## src/rtl/assert_macros.svh

```systemverilog
// Assertion helpers for the RTL. Every check is clocked on clk and
// is switched off while rst is high.
`ifndef ASSERT_MACROS_SVH
`define ASSERT_MACROS_SVH

// A property that must hold in the same cycle.
`define ASSERT_NOW(label, prop, msg) \
  label: assert property (@(posedge clk) disable iff (rst) (prop)) else $error(msg);

// A condition that must be followed by a consequence in the next cycle.
`define ASSERT_NEXT(label, ante, cons, msg) \
  label: assert property (@(posedge clk) disable iff (rst) (ante) |=> (cons)) else $error(msg);

`endif

```

## src/rtl/bbal_pkg.sv

```systemverilog
package bbal_pkg;

  localparam int WORD_BITS         = 64;
  localparam int BIT_IDX_W         = 6;
  localparam int BITMAP_WORDS_DEF  = 4;
  localparam int MAX_RUN_DEF       = 16;

  localparam int ADDR_W            = 48;
  localparam int HDR_W             = 16;
  localparam int BSIZE_W           = 17;
  localparam int LEN_W             = 24;
  localparam int COUNT_IN_W        = 5;
  localparam int CFG_IDX_W         = 2;

  localparam logic [BSIZE_W-1:0] BSIZE_RESET = 17'd4096;

  typedef enum logic [CFG_IDX_W-1:0] {
    CFG_BASE_ADDRESS  = 2'd0,
    CFG_HEADER_OFFSET = 2'd1,
    CFG_BUFFER_SIZE   = 2'd2
  } cfg_reg_t;

  typedef enum logic [2:0] {
    ST_IDLE,
    ST_READ,
    ST_LOAD,
    ST_SCAN,
    ST_ADDR,
    ST_SEND
  } alloc_state_t;

endpackage

```

## src/rtl/bitmap_buffer_allocator_unit.sv

```systemverilog
// Channel    Direction  Handshake              Payload
// request    in         in_valid / in_ready    request_length, max_buffers
// result     out        out_valid / out_ready  buffer_address, buffer_length,
//                                              remaining_length, granted, last
// config     in         cfg_write              cfg_index, cfg_data
//
// One request is handled at a time. After it is accepted, the READ and LOAD
// states fetch the first bitmap word from the RAM. Each granted buffer passes
// through the scan, address add and present states, and an output stall holds
// it in the last of them. Each move to the next bitmap word adds the scan that
// finds the word full and then the READ and LOAD states again.
// Reset marks every bitmap word invalid, which reads as all free, so no
// clearing pass is needed; the configuration registers return to their
// defaults. A stalled result simply holds the sequencer in its send state.
`include "assert_macros.svh"

module bitmap_buffer_allocator_unit
  import bbal_pkg::*;
#(
  parameter int BITMAP_WORDS = BITMAP_WORDS_DEF,
  parameter int MAX_RUN      = MAX_RUN_DEF
) (
  input  logic                  clk,
  input  logic                  rst,
  input  logic                  in_valid,
  output logic                  in_ready,
  input  logic [LEN_W-1:0]      request_length,
  input  logic [COUNT_IN_W-1:0] max_buffers,
  output logic                  out_valid,
  input  logic                  out_ready,
  output logic [ADDR_W-1:0]     buffer_address,
  output logic [BSIZE_W-1:0]    buffer_length,
  output logic [LEN_W-1:0]      remaining_length,
  output logic                  granted,
  output logic                  last,
  input  logic                  cfg_write,
  input  logic [CFG_IDX_W-1:0]  cfg_index,
  input  logic [ADDR_W-1:0]     cfg_data
);

  localparam int WW     = (BITMAP_WORDS > 1) ? $clog2(BITMAP_WORDS) : 1;
  localparam int CNT_W  = $clog2(MAX_RUN + 1);
  localparam int IDX_W  = WW + BIT_IDX_W;
  localparam int PROD_W = BSIZE_W + IDX_W;

  // Configuration registers.
  logic [ADDR_W-1:0]  base_addr;
  logic [HDR_W-1:0]   hdr_offset;
  logic [BSIZE_W-1:0] buf_size;

  // Sequencer and request context.
  alloc_state_t             state, state_next;
  logic [LEN_W-1:0]         len;
  logic [CNT_W-1:0]         limit;
  logic [CNT_W-1:0]         count;
  logic [WW-1:0]            word_idx;
  logic [WORD_BITS-1:0]     word_bits;
  logic [BITMAP_WORDS-1:0]  word_valid;
  logic [PROD_W-1:0]        product;

  // RAM interface.
  logic                 mem_we;
  logic [WW-1:0]        mem_raddr;
  logic [WORD_BITS-1:0] mem_wdata;
  logic [WORD_BITS-1:0] mem_rdata;

  // Scan results for the word being worked on.
  logic [CNT_W-1:0]     limit_in;
  logic                 word_full;
  logic                 last_word;
  logic [BIT_IDX_W-1:0] free_bit;
  logic [WORD_BITS-1:0] word_taken;
  logic [BSIZE_W-1:0]   take_len;
  logic [LEN_W-1:0]     len_after;
  logic [CNT_W-1:0]     count_after;
  logic                 run_done;

  // Position of the lowest clear bit; only used when the word has one.
  function automatic logic [BIT_IDX_W-1:0] lowest_zero(input logic [WORD_BITS-1:0] w);
    logic [BIT_IDX_W-1:0] b;
    b = '0;
    for (int i = WORD_BITS - 1; i >= 0; i--) begin
      if (!w[i]) begin
        b = BIT_IDX_W'(i);
      end
    end
    return b;
  endfunction

  bbal_ram #(
    .WIDTH (WORD_BITS),
    .DEPTH (BITMAP_WORDS)
  ) u_bitmap_ram (
    .clk   (clk),
    .we    (mem_we),
    .waddr (word_idx),
    .wdata (mem_wdata),
    .raddr (mem_raddr),
    .rdata (mem_rdata)
  );

  // A zero count still takes one buffer; a large count saturates.
  always_comb begin
    if (max_buffers == '0) begin
      limit_in = CNT_W'(1);
    end else if (32'(max_buffers) > MAX_RUN) begin
      limit_in = CNT_W'(MAX_RUN);
    end else begin
      limit_in = CNT_W'(max_buffers);
    end
  end

  // The buffer covers the smaller of the uncovered length and its size.
  // The request finishes once nothing is left or the count is used up.
  always_comb begin
    word_full   = &word_bits;
    last_word   = (word_idx == WW'(BITMAP_WORDS - 1));
    free_bit    = lowest_zero(word_bits);
    word_taken  = word_bits | (WORD_BITS'(1) << free_bit);
    take_len    = (len < LEN_W'(buf_size)) ? BSIZE_W'(len) : buf_size;
    len_after   = len - LEN_W'(take_len);
    count_after = count + CNT_W'(1);
    run_done    = (len_after == '0) || (count_after == limit);
  end

  always_ff @(posedge clk) begin
    if (rst) begin
      base_addr  <= '0;
      hdr_offset <= '0;
      buf_size   <= BSIZE_RESET;
    end else if (cfg_write) begin
      case (cfg_index)
        CFG_BASE_ADDRESS:  base_addr  <= cfg_data;
        CFG_HEADER_OFFSET: hdr_offset <= cfg_data[HDR_W-1:0];
        CFG_BUFFER_SIZE:   buf_size   <= cfg_data[BSIZE_W-1:0];
        default: begin
        end
      endcase
    end
  end

  always_ff @(posedge clk) begin
    if (rst) begin
      state <= ST_IDLE;
    end else begin
      state <= state_next;
    end
  end

  always_comb begin
    state_next = state;
    in_ready   = 1'b0;
    out_valid  = 1'b0;
    mem_we     = 1'b0;
    mem_raddr  = word_idx;
    mem_wdata  = word_taken;
    case (state)
      ST_IDLE: begin
        in_ready = 1'b1;
        if (in_valid) begin
          state_next = ST_READ;
        end
      end
      ST_READ: begin
        state_next = ST_LOAD;
      end
      ST_LOAD: begin
        state_next = ST_SCAN;
      end
      ST_SCAN: begin
        if (!word_full) begin
          mem_we     = 1'b1;
          state_next = ST_ADDR;
        end else if (last_word) begin
          state_next = ST_SEND;
        end else begin
          state_next = ST_READ;
        end
      end
      ST_ADDR: begin
        state_next = ST_SEND;
      end
      ST_SEND: begin
        out_valid = 1'b1;
        if (out_ready) begin
          state_next = last ? ST_IDLE : ST_SCAN;
        end
      end
      default: begin
        state_next = ST_IDLE;
      end
    endcase
  end

  // Words never written since reset read as all free.
  always_ff @(posedge clk) begin
    if (rst) begin
      word_valid <= '0;
    end else if (mem_we) begin
      word_valid[word_idx] <= 1'b1;
    end
  end

  always_ff @(posedge clk) begin
    case (state)
      ST_IDLE: begin
        if (in_valid) begin
          len      <= request_length;
          limit    <= limit_in;
          count    <= '0;
          word_idx <= '0;
        end
      end
      ST_LOAD: begin
        word_bits <= word_valid[word_idx] ? mem_rdata : '0;
      end
      ST_SCAN: begin
        if (!word_full) begin
          word_bits        <= word_taken;
          product          <= buf_size * PROD_W'({word_idx, free_bit});
          len              <= len_after;
          count            <= count_after;
          buffer_length    <= take_len;
          remaining_length <= len_after;
          granted          <= 1'b1;
          last             <= run_done;
        end else if (last_word) begin
          // Bitmap exhausted: report what is still uncovered.
          buffer_address   <= '0;
          buffer_length    <= '0;
          remaining_length <= len;
          granted          <= 1'b0;
          last             <= 1'b1;
        end else begin
          word_idx <= word_idx + WW'(1);
        end
      end
      ST_ADDR: begin
        buffer_address <= base_addr + ADDR_W'(hdr_offset) + ADDR_W'(product);
      end
      default: begin
      end
    endcase
  end

  `ASSERT_NOW(a_fail_is_last, !(out_valid && !granted) || last,
              "exhausted result not marked last")
  `ASSERT_NOW(a_idle_no_output, !(in_ready && out_valid),
              "request taken while a result is pending")
  `ASSERT_NEXT(a_last_frees_input, out_valid && out_ready && last, in_ready,
               "block not idle after the final result")
  `ASSERT_NOW(a_full_cover, !(out_valid && granted && !last) || (buffer_length == buf_size),
              "intermediate buffer not fully covered")

endmodule

```

## src/rtl/bbal_ram.sv

```systemverilog
module bbal_ram #(
  parameter int WIDTH = 64,
  parameter int DEPTH = 4
) (
  input  logic                                   clk,
  input  logic                                   we,
  input  logic [(DEPTH > 1 ? $clog2(DEPTH) : 1)-1:0] waddr,
  input  logic [WIDTH-1:0]                       wdata,
  input  logic [(DEPTH > 1 ? $clog2(DEPTH) : 1)-1:0] raddr,
  output logic [WIDTH-1:0]                       rdata
);

  logic [WIDTH-1:0] mem [DEPTH];

  always_ff @(posedge clk) begin
    if (we) begin
      mem[waddr] <= wdata;
    end
    rdata <= mem[raddr];
  end

endmodule

```

## config.mk

```make
export PLATFORM = sky130hd
export DESIGN_NAME = bitmap_buffer_allocator_unit
export DESIGN_NICKNAME = d
export VERILOG_FILES = /design/src/rtl/bbal_pkg.sv /design/src/rtl/bitmap_buffer_allocator_unit.sv /design/src/rtl/bbal_ram.sv
export VERILOG_INCLUDE_DIRS = /design/src /design/src/rtl
export SDC_FILE = /design/constraint.sdc
export NUM_CORES = 1
export LEC_CHECK = 0
export BUFFER_PORTS_ARGS = -buffer_cell sky130_fd_sc_hd__buf_2
export CORE_ASPECT_RATIO = 1.2
export CORE_MARGIN = 5
export CORE_UTILIZATION = 30
export CTS_CLUSTER_DIAMETER = 80
export DETAILED_ROUTE_END_ITERATION = 10
export GPL_TIMING_DRIVEN = 0
export HOLD_SLACK_MARGIN = 0.1
export SLEW_MARGIN = 20
export SYNTH_ARGS = -nofsm -noshare
export SYNTH_HDL_FRONTEND = slang
export SYNTH_SLANG_ARGS = --single-unit
export TNS_END_PERCENT = 5
```

## constraint.sdc

```tcl
create_clock -name clk -period 6.3 [get_ports clk]
set_input_delay 0.315 -clock clk [delete_from_list [all_inputs] [get_ports clk]]
set_output_delay 0.315 -clock clk [all_outputs]
set_load 0.01 [all_outputs]
```

**Word-level counts from Yosys, hierarchy flattened**

Memories as Yosys holds them, arrays and structs flattened. A register that Yosys moved wholly into a read port is not among the register bits.
Index checks and enable logic that the tools add are counted.

- Memory bits (writable): 256
- Input port bits: 84
- Memory bits (read-only): 0
- Bits in latches: 0
- Logic and storage cells: 175
- Memories kept: 1
- Output and inout bits: 93
- Register bits: 304

Memory list:

| memory | depth | width | read ports | clocked after Yosys merged registers in | wr ports | line | source |
|---|---|---|---|---|---|---|---|
| u_bitmap_ram.mem | 4 | 64 | 1 | 1 | 1 | bbal_ram.sv:13 | `logic [WIDTH-1:0] mem [DEPTH];` |

- Order comparisons: 4
- Eq/ne operators: 16
- Bitwise gates (word level): 3
- Reductions and logical operators: 22
- Div/mod/pow operators: 0
- Add/sub/neg operators: 5
- $mul: 1
- Shift-type cells: 1
- Mux-type cells: 105

Operators with widths:

| kind | count |
|---|---|
| $mux W6 | 64 |
| $mux W64 | 2 |
| $pmux W64 S2 | 1 |
| $mux W24 | 4 |
| $mux W48 | 2 |
| $pmux W48 S2 | 1 |
| $or A64 B64 Y64 | 1 |
| $reduce_and A64 Y1 | 1 |
| $shl A1 B6 Y64 const A | 1 |
| $mux W17 | 3 |
| $add A48 B16 Y48 | 1 |
| $add A48 B25 Y48 | 1 |
| $pmux W24 S2 | 1 |
| $mul A17 B8 Y25 | 1 |
| $logic_not A24 Y1 | 1 |
| $lt A24 B17 Y1 | 1 |
| $sub A24 B17 Y24 | 1 |
| $pmux W3 S6 | 1 |
| $reduce_and A2 Y1 | 8 |
| $mux W5 | 3 |
| $mux W3 | 4 |
| $ne A2 B2 Y1 const B | 6 |
| $mux W1 | 11 |
| $pmux W5 S2 | 1 |
| 27 further kinds | 36 |

**Depth between registers and ports, before layout**

- Depth in word-level cells: 68
- Mapped depth: 26
- Depth with buffers taken out: 24

**Modules after synthesis**

From an unflattened synthesis, not the netlist that was laid out.

- Cells, all modules: 2664
- Area, all modules: 31711.7 um2

Modules (own cells, without submodules):

| module | times used | area each (um2) | seq. area each (um2) | cells an instance |
|---|---|---|---|---|
| bitmap_buffer_allocator_unit | 1 | 21089.0 | 8247.9 | 2262 |
| bbal_ram | 1 | 10622.7 | 8968.6 | 402 |

**Worst setup path before layout**

Ideal clock, no wire load.

- Path type: register -> register
- Start: reg word_bits[62]
- End: reg product[23], data pin
- Setup slack: -0.180 ns
- Data arrival time: 6.345 ns
- Path buffers: 3
- Required time: 6.165 ns
- Stages on the path, launching flop included: 25
- Library setup time: 0.135 ns
- Clock period less this slack: 6.480 ns
- Cell sequence: edfxtp_1 > and4_1 > a211o_1 > a311oi_1 > o31ai_1 > a21boi_2 > buf_4 > buf_2 > buf_2 > nand2_1 > fa_1 > inv_1 > fa_1 > fa_1 > inv_1 > fa_1 > inv_1 > ha_1 > o21a_1 > o2111a_1 > a211oi_1 > a21oi_1 > o211a_1 > or4_1 > nand3_1

- Longest elaborated chain between the ends: 64

Ends and longest elaborated chain:

| element | line | source |
|---|---|---|
| from (decl) | bitmap_buffer_allocator_unit.sv:57 | `logic [WORD_BITS-1:0] word_bits;` |
| from (signal assigned) | bitmap_buffer_allocator_unit.sv:215 | `word_bits <= word_valid[word_idx] ? mem_rdata : '0;` |
| from (signal assigned) | bitmap_buffer_allocator_unit.sv:219 | `word_bits <= word_taken;` |
| $mux W6 (63 in series) | bitmap_buffer_allocator_unit.sv:83 | `if (!w[i]) begin` |
| $mul A17 B8 Y25 | bitmap_buffer_allocator_unit.sv:220 | `product <= buf_size * PROD_W'({word_idx, free_bit});` |
| to (signal assigned) | bitmap_buffer_allocator_unit.sv:220 |  |
| to (decl) | bitmap_buffer_allocator_unit.sv:59 | `logic [PROD_W-1:0] product;` |

Every way passes these cells.
A chain may end at the register's enable or synchronous reset.

**Worst setup path in the final report**

- Start: reg word_bits[55]
- End: reg product[23], data pin

- Longest elaborated chain between the ends: 57

Ends and longest elaborated chain:

| element | line |
|---|---|
| $mux W6 (56 in series) | bitmap_buffer_allocator_unit.sv:83 |
| $mul A17 B8 Y25 | bitmap_buffer_allocator_unit.sv:220 |

Every way passes these cells.

==> metrics.txt <==
outcome finished clean; root buf cell clkbuf_16; post-synthesis cell area approximately 32,000 um^2; Placer Congestion about 0.94; CTS Buf Count 70; Sink Count between 600 and 700; Seq/Total Area, Yosys between 50% and 60%; Rows 131; largest net degree at the start of global routing 38; Worst-Skew Late Latency between 600 and 700 ps; Top FF cell, synth edfxtp_1; Crit Path Max Fanout 10; IO Port Bufs about 180; I/O pins approximately 180; FF/Latch Area between 15,000 and 20,000 um^2; Worst Path Required about 6800 ps; Core ar. 107,000 um^2; setup TNS 0 ps; CP arrival 6780 ps; Die Span Y ~370 um; antenna violations before repair 3; LEAKAGE ~15 nW; Clock Path Buffers 3; die area between 100,000 and 150,000 um^2; Synth area leaders edfxtp_1, dfxtp_1, fa_1; CTS tree done; DR vias roughly 24,000; Hold Crit Depth 4; GRT Total Usage approximately 16%; Post-Syn Area per Cell ~12 um^2; WL/cell ~20 um; Starting DRT DRC Count ~2,000; die width between 300 and 400 um; DRT antenna net count 0; minimum clock period after layout ~6300 ps; count leader, synth edfxtp_1; Min-Delay Path Class in -> reg; number of global-route vias before repair around 23,000; most frequent cells after synthesis edfxtp_1, nand2_1, nor2_1; total of max-cap violations 0; DR pass1 iterations 6; layout cell share with drive strength beyond 1 between 15 and 20%; normalized max-slew margin between 30% and 40%; # fillers 10,400; aggregate global routing overflow 0; Initial Util between 30 and 40%; fmax between 150 and 200 MHz; Slew @ Worst Pin just under 1000 ps; Hold Slack ~160 ps; DRC 0; Ys Warns 0; RSZ-0062 raised after global routing yes; Yosys reg bits ~620; CP startpoint kind flip-flop; final critical-path share of the clock period 99.9%; Pwr Density ~260 nW/um^2; Setup WS pre-CTS -1270 ps; fin. max-slew vios 0; DRT Wirelength about 94,000 um; critical path class reg -> reg; post-synthesis async set-or-reset flop share 0%; H-tree levels 3; number of synthesized flops with an enable pin approximately 470; Non-Filler Instances between 4,000 and 5,000; Setup crit end kind flip-flop; # diodes 0; Synth Instances roughly 2,800; fin nets ~3,500; Setup violations, final 0; Area Overhead vs Synth 20.7%; vias per cell ~5.1; clock-pin slew on the worst setup and hold paths roughly 70 ps; Yosys top cell area share 43.9%; Final WS setup 4.90 ps; Final Hold Vio Count 0; worst vdd ir about 0.20 mV; Post-Route Skew approximately 36 ps; Yosys cell types 91; cell accounting for the most synthesized area edfxtp_1; first-pass GRT wire length approximately 140,000 um; Final Total Pwr roughly 10 mW; Detailed Place HPWL between 60,000 and 70,000 um; R2R depth 25; # placed instances ~4,400; multi-input logic area 14,100 um^2
power breakdown:
part	switching (mW)	total (mW)	internal, mW
sequential	0.143	4.78	4.63
combinational	0.713	1.18	0.463
clock	1.71	4.16	2.46
repair_timing:
| action | 4_1_cts | 5_1_grt |
|---|---|---|
| endpoints found under the hold margin | 110 | 0 |
| pin swaps | 11 | 11 |
| hold buffers | 78 | 0 |
| buffers inserted | 23 | 10 |
| resized for setup | 39 | 13 |
| setup endpoints to repair | 16 | 9 |
cell type report:
class | instances | area share [%]
Buffer | 119 | 1.38
Tap cell | 1396 | 4.49
Inverter | 183 | 1.76
Clock inverter | 34 | 0.964
Sequential cell | 624 | 44.2
Timing Repair Buffer | 300 | 5.80
Multi-Input combinational cell | 1843 | 36.3
Clock buffer | 96 | 5.14
flip-flops by register name, summed over array words and instances, names as in the netlist, 16 cells and up:
name,flops
base_addr,48
buf_size,17
buffer_address,48
buffer_length,17
hdr_offset,16
len,24
product,25
remaining_length,24
u_bitmap_ram.mem,256
u_bitmap_ram.rdata,64
word_bits,64
per-layer routing:
metal | GRT usage (%) | vias up | routed length, um
li1 | - | 10800 | -
met2 | 27.4 | 881 | 46500
met1 | 19.9 | 11700 | 37700
met5 | 0 | - | 0
met3 | 2.99 | 188 | 6580
met4 | 5.12 | 0 | 3040
critical path: stages (launching register included):
cell and delay [ps]:
edfxtp_1 480, nand4_1 200, a21oi_1 80, o21ai_1 160
a21oi_1 100, o21ai_2 200, a31o_4 230, buf_6 170
buf_4 210, nand2_1 100, fa_1 550, inv_1 50
fa_1 460, fa_1 490, inv_1 50, fa_1 540
inv_1 70, ha_4 260, o21a_1 210, o2111a_1 240
a211oi_2 180, buf_4 170, a21oi_4 70, o211a_1 260
or4_1 500, nand3_1 90
path summary, 6_finish.rpt:
kind,end,slack [ps],from
max reg2reg,product[23],5,word_bits[55]
min,state[2],160,out_ready
max,product[23],5,word_bits[55]
min reg2reg,base_addr[21],460,base_addr[21]
metrics by stage:
step           util, %  area [um^2]
6_report          36.5        38900
3_5_place_dp      33.2        35300
4_1_cts           36.4        38800
2_1_floorplan        -        32300
5_1_grt           36.5        38900
3_3_place_gp      32.8        34900
placed cells by master (no fill, tap or decap), types with 13 or more instances in the layout:
cell             n
nand3_1         58
a31o_2          20
nand2b_1        16
o31ai_1         26
clkbuf_8        13
nor2_1         195
ha_1           115
o21ai_0        123
fa_1           107
a22oi_1         32
xnor2_1         56
xor2_1          28
o21a_1          18
and3_1          30
a211oi_1        19
inv_1          182
a21o_1          58
a31oi_1         14
edfxtp_1       472
a21oi_1        162
nor3_1          40
clkbuf_1        93
mux4_2          65
dfxtp_1        152
dlygate4sd3_1   78
nand4_1         34
nand2_1        341
clkbuf_16       71
and2_1          47
nor2b_1         13
buf_2          186
buf_4           35
or3_1           15
cells by family after synthesis:
family | Yosys count | share of synthesized area (%)
and+or+nand+nor | 862 | 12.5
muxes | 67 | 4.60
other | 1 | 0.0116
xor gates and xnor gates | 84 | 2.28
DFF | 624 | 53.4
adders and majority gates | 227 | 11.3
buffers and inverters | 306 | 3.67
AOI/OAI and AO/OA | 599 | 12.2
No activity file was read; power rests on OpenSTA's default activity.
